<file path="config.mk">
export PLATFORM = sky130hd
export DESIGN_NAME = linear_probe_hash_set
export DESIGN_NICKNAME = d
export VERILOG_FILES = /design/src/rtl/lphs_pkg.sv /design/src/rtl/lphs_ram.sv /design/src/rtl/lphs_mod.sv /design/src/rtl/linear_probe_hash_set.sv
export VERILOG_INCLUDE_DIRS = /design/src /design/src/rtl
export SDC_FILE = /design/constraint.sdc
export NUM_CORES = 1
export LEC_CHECK = 0
export ABC_CLOCK_PERIOD_IN_PS = 7200
export BUFFER_PORTS_ARGS = -buffer_cell sky130_fd_sc_hd__clkbuf_2
export CORE_ASPECT_RATIO = 1.4
export CORE_MARGIN = 8
export CORE_UTILIZATION = 59
export CTS_BUF_LIST = sky130_fd_sc_hd__clkbuf_4 sky130_fd_sc_hd__clkbuf_8
export DETAILED_ROUTE_END_ITERATION = 8
export PLACE_DENSITY = 0.79
export SLEW_MARGIN = 10
export SYNTH_ARGS = -nofsm -noshare
export SYNTH_HDL_FRONTEND = slang
export SYNTH_HIERARCHICAL = 1
export SYNTH_SLANG_ARGS = --single-unit
</file>
<file path="constraint.sdc">
create_clock -name clk_i -period 7.2 [get_ports clk_i]
set_input_delay 0.36 -clock clk_i [delete_from_list [all_inputs] [get_ports clk_i]]
set_output_delay 0.36 -clock clk_i [all_outputs]
set_load 0.02 [all_outputs]
</file>
<file path="src/rtl/assert_macros.svh">
// Concurrent assertion macros shared by the RTL.
`ifndef ASSERT_MACROS_SVH
`define ASSERT_MACROS_SVH

`ifndef ASSERT_OFF

`define ASSERT_PROP(lbl, clk, rstn, prop, msg) \
  lbl: assert property (@(posedge clk) disable iff (!rstn) prop) else $error(msg);

`define ASSERT_NEVER(lbl, clk, rstn, cond, msg) \
  lbl: assert property (@(posedge clk) disable iff (!rstn) !(cond)) else $error(msg);

`else

`define ASSERT_PROP(lbl, clk, rstn, prop, msg)

`define ASSERT_NEVER(lbl, clk, rstn, cond, msg)

`endif

`endif

</file>
<file path="src/rtl/lphs_pkg.sv">
// Types and constants of the linear probing hash set.
package lphs_pkg;

  localparam int KEY_W    = 31;
  localparam int KIND_W   = 2;
  localparam int SIZE_W   = 5;
  localparam int STATUS_W = 2;
  localparam int SLOT_W   = 4;
  localparam int SSTATE_W = 2;
  localparam int ENTRY_W  = KEY_W + SSTATE_W;
  localparam int COUNT_W  = 5;

  localparam int MOD_BITS_PER_CYCLE = 4;
  localparam int MOD_DVD_W          = 32;
  localparam int MOD_CYCLES         = MOD_DVD_W / MOD_BITS_PER_CYCLE;
  localparam int MOD_CNT_W          = $clog2(MOD_CYCLES);

  localparam logic [SIZE_W-1:0] SIZE_RESET = 5'd16;
  localparam logic [COUNT_W-1:0] COUNT_MAX = 5'd31;

  localparam logic [KIND_W-1:0] KIND_INSERT = 2'd0;
  localparam logic [KIND_W-1:0] KIND_SEARCH = 2'd1;
  localparam logic [KIND_W-1:0] KIND_REMOVE = 2'd2;
  localparam logic [KIND_W-1:0] KIND_UNUSED = 2'd3;

  localparam logic [STATUS_W-1:0] STATUS_OK        = 2'd0;
  localparam logic [STATUS_W-1:0] STATUS_NOT_FOUND = 2'd1;
  localparam logic [STATUS_W-1:0] STATUS_FULL      = 2'd2;

  localparam logic [SSTATE_W-1:0] SLOT_EMPTY    = 2'd0;
  localparam logic [SSTATE_W-1:0] SLOT_OCCUPIED = 2'd1;
  localparam logic [SSTATE_W-1:0] SLOT_DELETED  = 2'd2;

  typedef struct packed {
    logic [KEY_W-1:0]    key;
    logic [SSTATE_W-1:0] state;
  } entry_t;

endpackage

</file>
<file path="src/rtl/lphs_ram.sv">
// Generic single-clock RAM, one write port, one registered read port.
module lphs_ram #(
  parameter int WIDTH = 8,
  parameter int DEPTH = 16
) (
  input  logic                                   clk_i,
  input  logic                                   we_i,
  input  logic [((DEPTH > 1) ? $clog2(DEPTH) : 1)-1:0] waddr_i,
  input  logic [WIDTH-1:0]                       wdata_i,
  input  logic                                   re_i,
  input  logic [((DEPTH > 1) ? $clog2(DEPTH) : 1)-1:0] raddr_i,
  output logic [WIDTH-1:0]                       rdata_o
);
  logic [WIDTH-1:0] mem_q [DEPTH];

  always_ff @(posedge clk_i) begin
    if (we_i) begin
      mem_q[waddr_i] <= wdata_i;
    end
    if (re_i) begin
      rdata_o <= mem_q[raddr_i];
    end
  end

endmodule

</file>
<file path="src/rtl/lphs_mod.sv">
// Multi-cycle key modulo table size, four quotient bits per cycle.
module lphs_mod (
  input  logic                        clk_i,
  input  logic                        rst_ni,
  input  logic                        start_i,
  input  logic [lphs_pkg::KEY_W-1:0]  dividend_i,
  input  logic [lphs_pkg::SIZE_W-1:0] divisor_i,
  output logic                        done_o,
  output logic [lphs_pkg::SIZE_W-1:0] rem_o
);
  import lphs_pkg::*;

  logic                 busy_q, busy_d;
  logic                 done_q, done_d;
  logic [MOD_CNT_W-1:0] cnt_q, cnt_d;
  logic [MOD_DVD_W-1:0] dvd_q, dvd_d;
  logic [SIZE_W-1:0]    dvs_q, dvs_d;
  logic [SIZE_W-1:0]    rem_q, rem_d;
  logic [SIZE_W:0]      trial;
  logic [SIZE_W-1:0]    rem_step;
  logic [MOD_DVD_W-1:0] dvd_step;

  always_comb begin
    rem_step = rem_q;
    dvd_step = dvd_q;
    trial    = '0;
    for (int i = 0; i < MOD_BITS_PER_CYCLE; i++) begin
      trial    = {rem_step, dvd_step[MOD_DVD_W-1]};
      dvd_step = dvd_step << 1;
      if (trial >= {1'b0, dvs_q}) begin
        trial = trial - {1'b0, dvs_q};
      end
      rem_step = trial[SIZE_W-1:0];
    end
  end

  always_comb begin
    busy_d = busy_q;
    done_d = 1'b0;
    cnt_d  = cnt_q;
    dvd_d  = dvd_q;
    dvs_d  = dvs_q;
    rem_d  = rem_q;
    if (start_i) begin
      busy_d = 1'b1;
      cnt_d  = '0;
      dvd_d  = {1'b0, dividend_i};
      dvs_d  = divisor_i;
      rem_d  = '0;
    end else if (busy_q) begin
      dvd_d = dvd_step;
      rem_d = rem_step;
      cnt_d = cnt_q + MOD_CNT_W'(1);
      if (cnt_q == MOD_CNT_W'(MOD_CYCLES - 1)) begin
        busy_d = 1'b0;
        done_d = 1'b1;
      end
    end
  end

  always_ff @(posedge clk_i or negedge rst_ni) begin
    if (!rst_ni) begin
      busy_q <= 1'b0;
      done_q <= 1'b0;
      cnt_q  <= '0;
    end else begin
      busy_q <= busy_d;
      done_q <= done_d;
      cnt_q  <= cnt_d;
    end
  end

  always_ff @(posedge clk_i) begin
    dvd_q <= dvd_d;
    dvs_q <= dvs_d;
    rem_q <= rem_d;
  end

  assign done_o = done_q;
  assign rem_o  = rem_q;

endmodule

</file>
<file path="src/rtl/linear_probe_hash_set.sv">
// A request probes p slots, p = 1 .. n, n = table size clamped to 1 .. TABLE_DEPTH; an
// unused kind answers with no modulo and no probe. One request at a time; the next can be taken
// in the cycle after the result is loaded into the output register. Each probe is one RAM read.
// Reset: table size 16, count 0; a clearing pass then empties every slot, and no request is
// taken until it ends. Configuration writes are taken at any time.
`include "assert_macros.svh"

module linear_probe_hash_set #(
  parameter int TABLE_DEPTH = 16
) (
  input  logic                          clk_i,
  input  logic                          rst_ni,
  input  logic                          cfg_valid_i,
  output logic                          cfg_ready_o,
  input  logic [lphs_pkg::SIZE_W-1:0]   cfg_data_i,    // table_size
  input  logic                          s_axis_tvalid,
  output logic                          s_axis_tready,
  input  logic [31:0]                   s_axis_tdata,  // key[30:0], zero pad
  input  logic [lphs_pkg::KIND_W-1:0]   s_axis_tuser,  // kind[1:0]
  output logic                          m_axis_tvalid,
  input  logic                          m_axis_tready,
  output logic [7:0]                    m_axis_tdata,  // slot[3:0], zero pad
  output logic [lphs_pkg::STATUS_W-1:0] m_axis_tuser   // status[1:0]
);
  import lphs_pkg::*;

  localparam int IDX_W = (TABLE_DEPTH > 1) ? $clog2(TABLE_DEPTH) : 1;
  localparam int NW    = (IDX_W > SIZE_W) ? IDX_W : SIZE_W;

  localparam logic [2:0] ST_CLEAR = 3'd0;
  localparam logic [2:0] ST_IDLE  = 3'd1;
  localparam logic [2:0] ST_MOD   = 3'd2;
  localparam logic [2:0] ST_CHECK = 3'd3;
  localparam logic [2:0] ST_RESP  = 3'd4;

  logic [2:0]          state_q, state_d;
  logic [SIZE_W-1:0]   size_q, size_d;
  logic [SIZE_W-1:0]   n_use;
  logic [IDX_W-1:0]    clr_idx_q, clr_idx_d;
  logic [COUNT_W-1:0]  count_q, count_d;
  logic                out_valid_q, out_valid_d;
  logic [STATUS_W-1:0] out_status_q, out_status_d;
  logic [SLOT_W-1:0]   out_slot_q, out_slot_d;

  logic [KIND_W-1:0]   kind_q, kind_d;
  logic [KEY_W-1:0]    key_q, key_d;
  logic [SIZE_W-1:0]   n_q, n_d;
  logic [IDX_W-1:0]    idx_q, idx_d;
  logic [SIZE_W-1:0]   steps_q, steps_d;
  logic [STATUS_W-1:0] res_status_q, res_status_d;
  logic [SLOT_W-1:0]   res_slot_q, res_slot_d;

  logic                accept;
  logic                mod_start, mod_done;
  logic [SIZE_W-1:0]   mod_rem;
  logic [NW-1:0]       home_ext, idx_ext, idx_inc;
  logic [IDX_W-1:0]    home_idx, idx_nxt;
  logic [SLOT_W-1:0]   idx_slot;
  logic                last_probe, out_free;

  logic                ram_we, ram_re;
  logic [IDX_W-1:0]    ram_waddr, ram_raddr;
  entry_t              ram_wdata, ram_rdata;

  assign cfg_ready_o   = 1'b1;
  assign s_axis_tready = (state_q == ST_IDLE);
  assign accept        = s_axis_tvalid && s_axis_tready;
  assign m_axis_tvalid = out_valid_q;
  assign m_axis_tuser  = out_status_q;
  assign m_axis_tdata  = {{(8 - SLOT_W){1'b0}}, out_slot_q};
  assign out_free      = !out_valid_q || m_axis_tready;

  always_comb begin
    if (size_q == '0) begin
      n_use = SIZE_W'(1);
    end else if (int'(size_q) > TABLE_DEPTH) begin
      n_use = SIZE_W'(TABLE_DEPTH);
    end else begin
      n_use = size_q;
    end
  end

  assign mod_start = accept && (s_axis_tuser != KIND_UNUSED);

  lphs_mod u_mod (
    .clk_i      (clk_i),
    .rst_ni     (rst_ni),
    .start_i    (mod_start),
    .dividend_i (s_axis_tdata[KEY_W-1:0]),
    .divisor_i  (n_use),
    .done_o     (mod_done),
    .rem_o      (mod_rem)
  );

  assign home_ext   = NW'(mod_rem);
  assign home_idx   = home_ext[IDX_W-1:0];
  assign idx_ext    = NW'(idx_q);
  assign idx_inc    = idx_ext + NW'(1);
  assign idx_nxt    = (idx_inc == NW'(n_q)) ? '0 : idx_inc[IDX_W-1:0];
  assign idx_slot   = idx_ext[SLOT_W-1:0];
  assign last_probe = (steps_q == n_q - SIZE_W'(1));

  lphs_ram #(
    .WIDTH (ENTRY_W),
    .DEPTH (TABLE_DEPTH)
  ) u_ram (
    .clk_i   (clk_i),
    .we_i    (ram_we),
    .waddr_i (ram_waddr),
    .wdata_i (ram_wdata),
    .re_i    (ram_re),
    .raddr_i (ram_raddr),
    .rdata_o (ram_rdata)
  );

  always_comb begin
    state_d      = state_q;
    size_d       = size_q;
    clr_idx_d    = clr_idx_q;
    count_d      = count_q;
    out_valid_d  = out_valid_q;
    out_status_d = out_status_q;
    out_slot_d   = out_slot_q;
    kind_d       = kind_q;
    key_d        = key_q;
    n_d          = n_q;
    idx_d        = idx_q;
    steps_d      = steps_q;
    res_status_d = res_status_q;
    res_slot_d   = res_slot_q;
    ram_we       = 1'b0;
    ram_waddr    = idx_q;
    ram_wdata    = '{key: key_q, state: SLOT_EMPTY};
    ram_re       = 1'b0;
    ram_raddr    = idx_nxt;

    if (cfg_valid_i) begin
      size_d = cfg_data_i;
    end
    if (out_valid_q && m_axis_tready) begin
      out_valid_d = 1'b0;
    end

    unique case (state_q)
      ST_CLEAR: begin
        ram_we    = 1'b1;
        ram_waddr = clr_idx_q;
        ram_wdata = '{key: '0, state: SLOT_EMPTY};
        clr_idx_d = clr_idx_q + IDX_W'(1);
        if (clr_idx_q == IDX_W'(TABLE_DEPTH - 1)) begin
          state_d = ST_IDLE;
        end
      end
      ST_IDLE: begin
        if (accept) begin
          kind_d  = s_axis_tuser;
          key_d   = s_axis_tdata[KEY_W-1:0];
          n_d     = n_use;
          steps_d = '0;
          if (s_axis_tuser == KIND_UNUSED) begin
            res_status_d = STATUS_NOT_FOUND;
            res_slot_d   = '0;
            state_d      = ST_RESP;
          end else begin
            state_d = ST_MOD;
          end
        end
      end
      ST_MOD: begin
        if (mod_done) begin
          ram_re    = 1'b1;
          ram_raddr = home_idx;
          idx_d     = home_idx;
          state_d   = ST_CHECK;
        end
      end
      ST_CHECK: begin
        res_slot_d = '0;
        state_d    = ST_RESP;
        unique case (kind_q)
          KIND_INSERT: begin
            if (ram_rdata.state != SLOT_OCCUPIED) begin
              ram_we       = 1'b1;
              ram_wdata    = '{key: key_q, state: SLOT_OCCUPIED};
              res_status_d = STATUS_OK;
              res_slot_d   = idx_slot;
              if (count_q != COUNT_MAX) begin
                count_d = count_q + COUNT_W'(1);
              end
            end else if (last_probe) begin
              res_status_d = STATUS_FULL;
            end else begin
              ram_re  = 1'b1;
              idx_d   = idx_nxt;
              steps_d = steps_q + SIZE_W'(1);
              state_d = ST_CHECK;
            end
          end
          KIND_SEARCH, KIND_REMOVE: begin
            if (ram_rdata.state == SLOT_EMPTY) begin
              res_status_d = STATUS_NOT_FOUND;
            end else if (ram_rdata.state == SLOT_OCCUPIED && ram_rdata.key == key_q) begin
              res_status_d = STATUS_OK;
              res_slot_d   = idx_slot;
              if (kind_q == KIND_REMOVE) begin
                ram_we    = 1'b1;
                ram_wdata = '{key: key_q, state: SLOT_DELETED};
                if (count_q != '0) begin
                  count_d = count_q - COUNT_W'(1);
                end
              end
            end else if (last_probe) begin
              res_status_d = STATUS_NOT_FOUND;
            end else begin
              ram_re  = 1'b1;
              idx_d   = idx_nxt;
              steps_d = steps_q + SIZE_W'(1);
              state_d = ST_CHECK;
            end
          end
          default: begin
            res_status_d = STATUS_NOT_FOUND;
          end
        endcase
      end
      ST_RESP: begin
        if (out_free) begin
          out_valid_d  = 1'b1;
          out_status_d = res_status_q;
          out_slot_d   = res_slot_q;
          state_d      = ST_IDLE;
        end
      end
      default: begin
        state_d = ST_IDLE;
      end
    endcase
  end

  always_ff @(posedge clk_i or negedge rst_ni) begin
    if (!rst_ni) begin
      state_q     <= ST_CLEAR;
      size_q      <= SIZE_RESET;
      clr_idx_q   <= '0;
      count_q     <= '0;
      out_valid_q <= 1'b0;
    end else begin
      state_q     <= state_d;
      size_q      <= size_d;
      clr_idx_q   <= clr_idx_d;
      count_q     <= count_d;
      out_valid_q <= out_valid_d;
    end
  end

  always_ff @(posedge clk_i) begin
    out_status_q <= out_status_d;
    out_slot_q   <= out_slot_d;
    kind_q       <= kind_d;
    key_q        <= key_d;
    n_q          <= n_d;
    idx_q        <= idx_d;
    steps_q      <= steps_d;
    res_status_q <= res_status_d;
    res_slot_q   <= res_slot_d;
  end

  `ASSERT_NEVER(a_no_rw_collision, clk_i, rst_ni, ram_we && ram_re && ram_waddr == ram_raddr, "RAM read and write hit one slot in one cycle")
  `ASSERT_PROP(a_slot_zero_on_miss, clk_i, rst_ni, (m_axis_tvalid && m_axis_tuser != STATUS_OK) |-> (m_axis_tdata == 8'd0), "nonzero slot on a miss")
  `ASSERT_PROP(a_count_needs_write, clk_i, rst_ni, (count_q != $past(count_q)) |-> $past(ram_we), "occupied count moved without a table write")
  `ASSERT_PROP(a_mod_done_in_mod, clk_i, rst_ni, mod_done |-> (state_q == ST_MOD), "modulo result outside the hash phase")

endmodule

</file>
# Yosys cells after proc, flatten, opt, wreduce, memory -nomap -nowiden
# Memory sizes are Yosys's and may differ from the RTL's. A register that Yosys moved wholly into a read port is not among the register bits.
# Index checks and enable logic that the tools add are counted.
[word_totals]
ff_bits = 119
ram_bits = 528
input_bits = 44
output_inout_bits = 13
elab_cells = 167
mem_count = 1
[memory_table]
columns = ["memory", "depth", "word_bits", "rd", "rd_ports_with_merged_regs", "write_ports", "line", "source"]
rows = [
  ["u_ram.mem_q", 16, 33, 1, 1, 1, "lphs_ram.sv:14", "logic [WIDTH-1:0] mem_q [DEPTH];"],
]
[op_classes]
add_sub_neg = 9
n_lt_le_gt_ge = 5
eq_ne = 26
mux = 85
n_reduce_logical = 21
[ops]
columns = ["operator", "n"]
rows = [
  ["$pmux 33 s2", 1],
  ["$mux 31", 2],
  ["$mux 4", 14],
  ["$mux 5", 11],
  ["$mux 3", 11],
  ["$pmux 4 s2", 4],
  ["$eq 31x31->1", 1],
  ["$ge 6x5->1", 4],
  ["$mux 1", 21],
  ["$mux 2", 10],
  ["$pmux 5 s2", 2],
  ["$sub 5x5->5", 4],
  ["$pmux 3 s5", 1],
  ["$pmux 2 s2", 3],
  ["$reduce_and 6->1", 2],
  ["$eq 5x5->1", 2],
  ["$ne 3x3->1 const B", 3],
  ["$ne 2x1->1 const B", 4],
  ["$pmux 1 s2", 4],
  ["$eq 3x2->1 const B", 2],
  ["$eq 3x3->1 const B", 2],
  ["$ne 2x2->1 const B", 3],
  ["$pmux 3 s2", 1],
  ["$reduce_bool 2->1", 3],
  ["24 further kinds", 31],
]

# Longest topological paths before layout
# Gate-level depths: netlist of run 1.
[depth]
ltp_word = 8
ltp_mapped = 33
ltp_nobuf = 31

# Cells and area by module
# The synthesis of run 1 kept the hierarchy.
[by_module_without_submodules]
columns = ["module", "n_inst", "cells_each", "area_per_inst_um2", "seq_area_each_um2"]
rows = [
  ["lphs_ram", 1, 864, 20960.1, 16846.2],
  ["linear_probe_hash_set", 1, 341, 3847.4, 2098.3],
  ["lphs_mod", 1, 232, 2867.8, 1326.3],
]

# Worst setup path before layout of run 1
# No wires, ideal clock.
[synth_path]
path_type = "flip-flop to flip-flop"
from = "register u_mod.dvs_q[1]"
to = "register u_mod.rem_q[2] (netlist: u_mod/rem_o[2])"
setup_ns = 0.060
arrival_time_ns = 6.993
required_time_ns = 7.140
path_slack_ns = 0.147
stages_incl_launch_ff = 30
n_path_buf = 2
period_less_slack_ns = 7.053
path_cell_list = "edfxtp_1 -> inv_1 -> fa_1 -> a21oi_1 -> o22ai_2 -> or3_1 -> buf_6 -> mux2_2 -> ha_1 -> a41o_1 -> o22a_1 -> a211oi_4 -> mux2_2 -> fa_1 -> nand2b_1 -> o2bb2ai_1 -> a21oi_1 -> a211oi_1 -> mux2i_1 -> mux2i_1 -> fa_1 -> a21o_1 -> a21o_1 -> a21o_1 -> a21oi_1 -> o41ai_1 -> a221o_1 -> buf_6 -> nor4b_2 -> a311o_1"
[synth_via]
elab_chain_cells = 8
elab_cells_between_ends = 12
classes_between = "add/sub: 4; order compare: 4; mux: 4"
[synth_rtl]
columns = ["item", "line", "source"]
rows = [
  ["from (decl)", "lphs_mod.sv:17", "logic [SIZE_W-1:0] dvs_q, dvs_d;"],
  ["from (signal assigned)", "lphs_mod.sv:75", "dvs_q <= dvs_d;"],
  ["$sub 5x5->5 or $ge 6x5->1 (tied branches)", "lphs_mod.sv:31, lphs_mod.sv:30", ""],
  ["$mux 5", "lphs_mod.sv:30", "if (trial >= {1'b0, dvs_q}) begin"],
  ["$sub 5x5->5 or $ge 6x5->1 (tied branches)", "lphs_mod.sv:31, lphs_mod.sv:30", ""],
  ["$mux 5", "lphs_mod.sv:30", ""],
  ["$sub 5x5->5 or $ge 6x5->1 (tied branches)", "lphs_mod.sv:31, lphs_mod.sv:30", ""],
  ["$mux 5", "lphs_mod.sv:30", ""],
  ["$ge 6x5->1 or $sub 5x5->5 (tied branches)", "lphs_mod.sv:30, lphs_mod.sv:31", ""],
  ["$mux 5 (*)", "lphs_mod.sv:30", ""],
  ["to (signal assigned)", "lphs_mod.sv:76", "rem_q <= rem_d;"],
  ["to (decl)", "lphs_mod.sv:18", "logic [SIZE_W-1:0] rem_q, rem_d;"],
]
# Mark *: on every way between the ends. The rest lies on a longest branch, timed or not.
# A chain may end at the register's enable or synchronous reset.

# Worst setup path in the final report of run 1
[layout_path]
from = "register u_mod.dvd_q[31]"
to = "register u_mod.rem_q[2] (netlist: u_mod/rem_o[2])"
[layout_via]
elab_chain_cells = 8
elab_cells_between_ends = 12
classes_between = "add/sub: 4; order compare: 4; mux: 4"
[layout_rtl]
columns = ["item", "line", "source"]
rows = [
  ["from (decl)", "lphs_mod.sv:16", "logic [MOD_DVD_W-1:0] dvd_q, dvd_d;"],
  ["from (signal assigned)", "lphs_mod.sv:74", "dvd_q <= dvd_d;"],
  ["$sub 5x5->5 or $ge 6x5->1 (tied branches)", "lphs_mod.sv:31, lphs_mod.sv:30", ""],
  ["$mux 5 (*)", "lphs_mod.sv:30", ""],
  ["$sub 5x5->5 or $ge 6x5->1 (tied branches)", "lphs_mod.sv:31, lphs_mod.sv:30", ""],
  ["$mux 5 (*)", "lphs_mod.sv:30", ""],
  ["$sub 5x5->5 or $ge 6x5->1 (tied branches)", "lphs_mod.sv:31, lphs_mod.sv:30", ""],
  ["$mux 5 (*)", "lphs_mod.sv:30", ""],
  ["$ge 6x5->1 or $sub 5x5->5 (tied branches)", "lphs_mod.sv:30, lphs_mod.sv:31", ""],
  ["$mux 5 (*)", "lphs_mod.sv:30", ""],
]
# Marks and branches as above.

==> impl_metrics.ini, run 1 <==
[run_status]
status = complete, no violations

[flow_run]
maxCapViolations = 0

[drt]
first_iter_violations = 1258
drtPass1Iterations = 5
drc = 0
wl_per_cell_um = 27.43
ant_nets = 0
routed_wl_um = 63640
vias = 14470
via_per_inst = 6.237

[yosys]
synth-async-reset-ratio_pct = 2.647
netlist_area_um2 = 27680
synth-seq-cells = 680
synth.area.top_cells = edfxtp_1, mux4_2, mux4_1, a22oi_1, mux2_2
ys_types = 65
synth_seq_area_share_pct = 73.24
synthFlopType = edfxtp_1
syn_area_per_cell_um2 = 19.26
synth_edf_count = 656
synth_warnings = 6
yosysMostFrequentCell = edfxtp_1
synth_top_cell_area_share_pct = 71.18
synth_cells = 1437
synth_commonest_cells = edfxtp_1, mux4_2, a22oi_1
synth_largest_area_cell = edfxtp_1

[timing]
setup_violations = 0
min_period_ns = 6.826
timing.final.ws_setup_ns = 0.3740
rsz0062_at_grt = false
fin_tns_setup_ns = 0
period_share_pct = 94.81
worstMarginPinSlew_ns = 1.197
fmax_mhz = 146.5
hold_viol_final = 0
finClkSkew_ns = 0.02047
slew_violations = 0
maxSlewHeadroom_pct = 20.01

[floorplanning]
rows = 94
die_h_um = 272.3
die_area_um2 = 54190
initial_core_util_pct = 59.27
core-area_um2 = 46690
die_width_um = 199.0
ioPinCount = 57

[power_and_ir_drop]
peakVddDrop_mv = 0.7489
switching_share_pct = 33.03
report.power.total_mw = 14.32
p_per_area_nw_per_um2 = 455.7
pwr-share-seq_pct = 40.5
internal_power_mw = 9.592
p_clk_share_pct = 21.7
power_leakage_nw = 10.64
p_switching_mw = 4.730
combPwrFrac_pct = 37.8

[clock_tree]
cts_max_level = 3
cts_tree = built
insertion_delay_ns = 0.69
clkTransAtPathRegs_ns = 0.07
clockRootBuffer = clkbuf_8
clk_path_buf_depth = 3
numCtsBuffers = 97
clkSinkCount = 680

[setup_path]
cp-start-kind = flop
crit_required_ns = 7.82
critPathArrivalTime_ns = 7.45
cp-end-kind = flop
crit_type = reg -> reg
path_max_fanout = 7
crit_slowest_cell = fa_1
critPathMaxStageDelay_ns = 0.42

[placement]
post_dp_cell_area_um2 = 28880
gp_congestion = 0.8654
io_buffers = 50
place_ws_ns = -0.05255
dp_hpwl_um = 35930

[cells_and_area]
drive_gt1_share_pct = 27.37
postLayoutCellArea_um2 = 31430
area_growth_pct = 13.55
nNetsFinal = 1697
final_util_pct = 67.31

[global_route]
grt.total_usage_pct = 23.80
antenna_found_initial = 1
grt_overflow_total = 0
grt_max_degree = 133
grt_pass1_vias = 15030
grt_pass1_wl_um = 93360

[min_path]
hold_path_class = in -> async
## flip-flops by register name (all words and copies together), names as in the netlist, 5 cells and up
register and cells:
n_q 5, size_q 5, u_ram/mem_q 528, u_mod/dvs_q 5
u_ram/rdata_o 33, u_mod/dvd_q 32, u_mod/rem_o 5, key_q 31
steps_q 5
## power by group through the flow
| stage | Combinational (mW) | Clock [mW] | Sequential, mW |
|---|---|---|---|
| 3_5_place_dp | 5.09 | 0 | 5.88 |
| 5_1_grt | 5.84 | 3.32 | 5.86 |
| 4_1_cts | 5.19 | 3.15 | 5.81 |
| 6_report | 5.41 | 3.10 | 5.81 |
| 3_3_place_gp | 4.97 | 0 | 5.84 |
| 2_1_floorplan | 3.61 | 0 | 5.77 |
## layer usage
| layer | GRT usage [%] | part of all wire (%) | vias to the layer above |
|---|---|---|---|
| met3 | 4.361 | 8.2 | 161 |
| met2 | 41.48 | 53 | 775 |
| met1 | 28.18 | 35 | 7375 |
| met4 | 11.41 | 4.2 | 0 |
| met5 | 0 | 0 | - |
| li1 | - | - | 6159 |
## stage by stage
| step | hold WS, ns | cells |
|---|---|---|
| after CTS | 0.1707 | 2318 |
| final | 0.2121 | 2320 |
| after floorplan | 0.06441 | 1440 |
| after global routing | 0.2241 | 2320 |
| after detailed placement | 0.3790 | 2098 |
| after global placement | 0.3716 | 2098 |
## path summary, 6_finish.rpt
kind                                      start              end  slack [ns]  depth (start not counted)
worst min-delay path                     rst_ni       state_q[0]        0.21                          2
worst max-delay path            u_mod/dvd_q[31]   u_mod/rem_o[2]        0.37                         30
worst max register to register  u_mod/dvd_q[31]   u_mod/rem_o[2]        0.37                         30
worst min register to register  res_status_q[0]  m_axis_tuser[0]        0.42                          0
max in group asynchronous                rst_ni     clr_idx_q[3]        6.60                          2
min in group clk_i              s_axis_tdata[9]         key_q[9]        0.41                          2
## cell type report
class	count	area, µm²
diodes	1	2.502
clock buffers	122	1523
clock inverters	52	465.4
fillers	2967	15270
inverters	25	93.84
multi-input cells	665	7138
flip-flops and latches	680	20270
well taps	624	780.7
repair buffers	151	1152
## cell usage in the layout (no fill, tap or decap), types with 7 or more instances in the layout
| cell | netlist | routed |
|---|---|---|
| dlygate4sd3_1 | 0 | 46 |
| nand3_1 | 12 | 12 |
| nor2_4 | 0 | 13 |
| clkinv_1 | 0 | 22 |
| inv_1 | 25 | 24 |
| a21o_1 | 8 | 8 |
| xor2_1 | 10 | 10 |
| nand3b_1 | 7 | 7 |
| mux4_1 | 19 | 19 |
| mux2_2 | 43 | 41 |
| nand2_1 | 63 | 62 |
| mux4_2 | 113 | 113 |
| nor2_1 | 51 | 38 |
| a22oi_1 | 66 | 66 |
| clkbuf_4 | 0 | 25 |
| nand4_1 | 16 | 16 |
| clkinv_2 | 0 | 14 |
| clkbuf_8 | 0 | 97 |
| dfrtp_1 | 17 | 17 |
| o21ai_0 | 15 | 13 |
| xnor2_1 | 53 | 53 |
| nand2b_1 | 12 | 12 |
| a21oi_1 | 19 | 14 |
| buf_4 | 5 | 52 |
| clkbuf_2 | 0 | 50 |
| mux2i_1 | 11 | 9 |
| ha_1 | 29 | 28 |
| nor2b_1 | 40 | 38 |
| bufinv_16 | 0 | 8 |
| and2_1 | 10 | 9 |
| edfxtp_1 | 656 | 656 |
## cells by family (layout without fill, tap and decap cells)
group | Yosys count | count (layout) | share of synthesized area, %
mux | 186 | 186 | 13.15
flops | 680 | 680 | 73.24
compound gates | 133 | 133 | 3.463
simple gates | 245 | 245 | 4.571
buf+inv | 95 | 350 | 1.953
xor+xnor | 63 | 63 | 1.994
other cells | 2 | 6 | 0.02714
fa+ha+maj | 33 | 33 | 1.600
## worst max-delay path, delay by kind of cell (launching register included)
family	cells	cell delay (ns)
flip-flops	1	0.31
AO/OA/AOI/OAI	15	2.70
multiplexers	4	1.03
AND/OR/NAND/NOR	2	0.65
adder cells (fa/ha/maj)	5	1.59
buffers and inverters	4	0.48
## what timing repair did
| item | CTS | global route |
|---|---|---|
| hold endpoints to repair | 74 | 0 |
| hold buffers | 46 | 0 |
| setup endpoints to repair | 5 | 5 |
| setup buffers | 0 | 1 |
| pin swaps | 0 | 7 |
| gates resized for setup | 3 | 15 |
| gates cloned | 0 | 0 |
Note: power is estimated with default switching activity, not from simulation.
==> run 2, diff against run 1 <==
--- a/config.mk
+++ b/config.mk
@@ -10,10 +10,10 @@
 export BUFFER_PORTS_ARGS = -buffer_cell sky130_fd_sc_hd__clkbuf_2
 export CORE_ASPECT_RATIO = 1.4
 export CORE_MARGIN = 8
-export CORE_UTILIZATION = 59
+export CORE_UTILIZATION = 55
 export CTS_BUF_LIST = sky130_fd_sc_hd__clkbuf_4 sky130_fd_sc_hd__clkbuf_8
 export DETAILED_ROUTE_END_ITERATION = 8
-export PLACE_DENSITY = 0.79
+export PLACE_DENSITY = 0.74
 export SLEW_MARGIN = 10
 export SYNTH_ARGS = -nofsm -noshare
 export SYNTH_HDL_FRONTEND = slang
==> run 2 against run 1 <==
Against the previous run: total power down 2.7%; critical endpoint is now u_mod/rem_o[0]; sequential power barely moved; via count fell by 0.62%; highest routed layer unchanged; largest power group unchanged; fmax shrank 1.5%; non-clock buffer count fell by 11.
==> impl_metrics.ini, run 2 (synthesized netlist as in run 1, its figures left out) <==
[global_route]
grt_pass1_wl_um = 91950
antenna_found_initial = 3
grt_pass1_vias = 14970
grt_overflow_total = 0
grt.total_usage_pct = 21.76
grt_max_degree = 75

[timing]
worstMarginPinSlew_ns = 1.083
slew_violations = 0
maxSlewHeadroom_pct = 27.51
finClkSkew_ns = 0.05314
fmax_mhz = 144.3
period_share_pct = 96.26
setup_violations = 0
min_period_ns = 6.931
hold_viol_final = 0

[drt]
via_per_inst = 6.148
vias = 14380
first_iter_violations = 1386
ant_nets = 0
wl_per_cell_um = 26.72
drtPass1Iterations = 5
drc = 0
routed_wl_um = 62490

[placement]
gp_congestion = 0.8247
post_dp_cell_area_um2 = 28810
dp_hpwl_um = 35240
io_buffers = 50

[clock_tree]
clkSinkCount = 680
insertion_delay_ns = 0.71
clk_path_buf_depth = 3
clkTransAtPathRegs_ns = 0.07
cts_tree = built
numCtsBuffers = 99
cts_max_level = 3
clockRootBuffer = clkbuf_8

[setup_path]
crit_required_ns = 7.80
path_max_fanout = 6
crit_path_frequent_cell = a21o_1
crit_slowest_cell = a221o_2
critPathArrivalTime_ns = 7.53
cp-end-kind = flop
crit_type = reg -> reg
critPathMaxStageDelay_ns = 0.39
cp-start-kind = flop

[floorplanning]
ioPinCount = 57
die_area_um2 = 57850
rows = 97
die_width_um = 205.6
die_h_um = 281.4
initial_core_util_pct = 55.48
core-area_um2 = 49880

[cells_and_area]
area_growth_pct = 13.38
final_util_pct = 62.90
reg_top3 = u_ram/mem_q x528, u_ram/rdata_o x33, u_mod/dvd_q x32
largest_register_ffs = 528
drive_gt1_share_pct = 27.49
postLayoutCellArea_um2 = 31380
regMostFlops = u_ram/mem_q
nNetsFinal = 1688
final_cell_mix = edfxtp_1, mux4_2, clkbuf_8
mostFrequentLayoutCell = edfxtp_1

[run_status]
status = complete, no violations

[min_path]
hold_path_class = in -> async

[flow_run]
maxCapViolations = 0

[power_and_ir_drop]
power_leakage_nw = 10.60
p_per_area_nw_per_um2 = 444.1
peakVddDrop_mv = 0.5976
run 2: worst paths after layout:
| check | startpoint | end | slack, ns | cells after the start |
|---|---|---|---|---|
| worst max-delay path | u_mod/dvd_q[31] | u_mod/rem_o[0] | 0.27 | 30 |
| worst min-delay path | rst_ni | clr_idx_q[0] | 0.15 | 2 |
| worst max register to register | u_mod/dvd_q[31] | u_mod/rem_o[0] | 0.27 | 30 |
| worst min register to register | res_slot_q[1] | out_slot_q[1] | 0.41 | 0 |
| max in group asynchronous | rst_ni | size_q[4] | 6.67 | 2 |
| min in group clk_i | s_axis_tdata[14] | key_q[14] | 0.39 | 2 |
run 2: worst max-delay path: cells and delay by family, from the launching register on:
kind / cells / cell delay, ns
AO/OA/AOI/OAI: 15 / 2.80
adder cells (fa/ha/maj): 5 / 1.45
buffers and inverters: 4 / 0.36
flip-flops: 1 / 0.33
multiplexers: 4 / 1.34
AND/OR/NAND/NOR: 2 / 0.53
run 2: layout make-up:
class                           count  area [µm²]
Antenna cell                        1       2.502
Inverter                           25       93.84
Sequential cell                   680       20270
Tap cell                          643       804.5
Fill cell                        3326       18500
Multi-Input combinational cell    665        7114
Clock inverter                     61       452.9
Timing Repair Buffer              140        1082
Clock buffer                      124        1556
run 2: report_power, final:
part / internal (mW) / total, mW / switching, mW
Clock: 1.62 / 3.10 / 1.47
Sequential: 5.54 / 5.79 / 0.256
Combinational: 2.16 / 5.05 / 2.89
Total: 9.32 / 13.9 / 4.62
run 2: per-stage QoR:
step                      setup TNS, ns  hold WS [ns]  total power [mW]  std cells  worst slack [ns]
after detailed placement              0        0.3600             10.64       2103           0.01652
after global routing           -0.07982        0.1594             14.58       2339          -0.04284
final                                 0        0.1466             13.93       2339            0.2694
after CTS                             0        0.1088             13.80       2334           0.04196
after floorplan                       0       0.06441             9.372       1440            0.1466
after global placement                0        0.3507             10.48       2103            0.1213
run 2: timing repair:
action / 4_1_cts / 5_1_grt
hold endpoints to repair: 79 / 0
setup endpoints to repair: 4 / 5
pin swaps: 0 / 8
resized for setup: 2 / 17
hold buffers: 46 / 0
buffers inserted: 0 / 4
run 2: per-layer routing:
layer	global-route usage (%)	part of all wire, %	up-vias
li1	-	-	6153
met1	27.46	38	7433
met2	37.36	52	667
met3	3.863	7.9	128
met4	8.079	2.8	0
met5	0	0	-
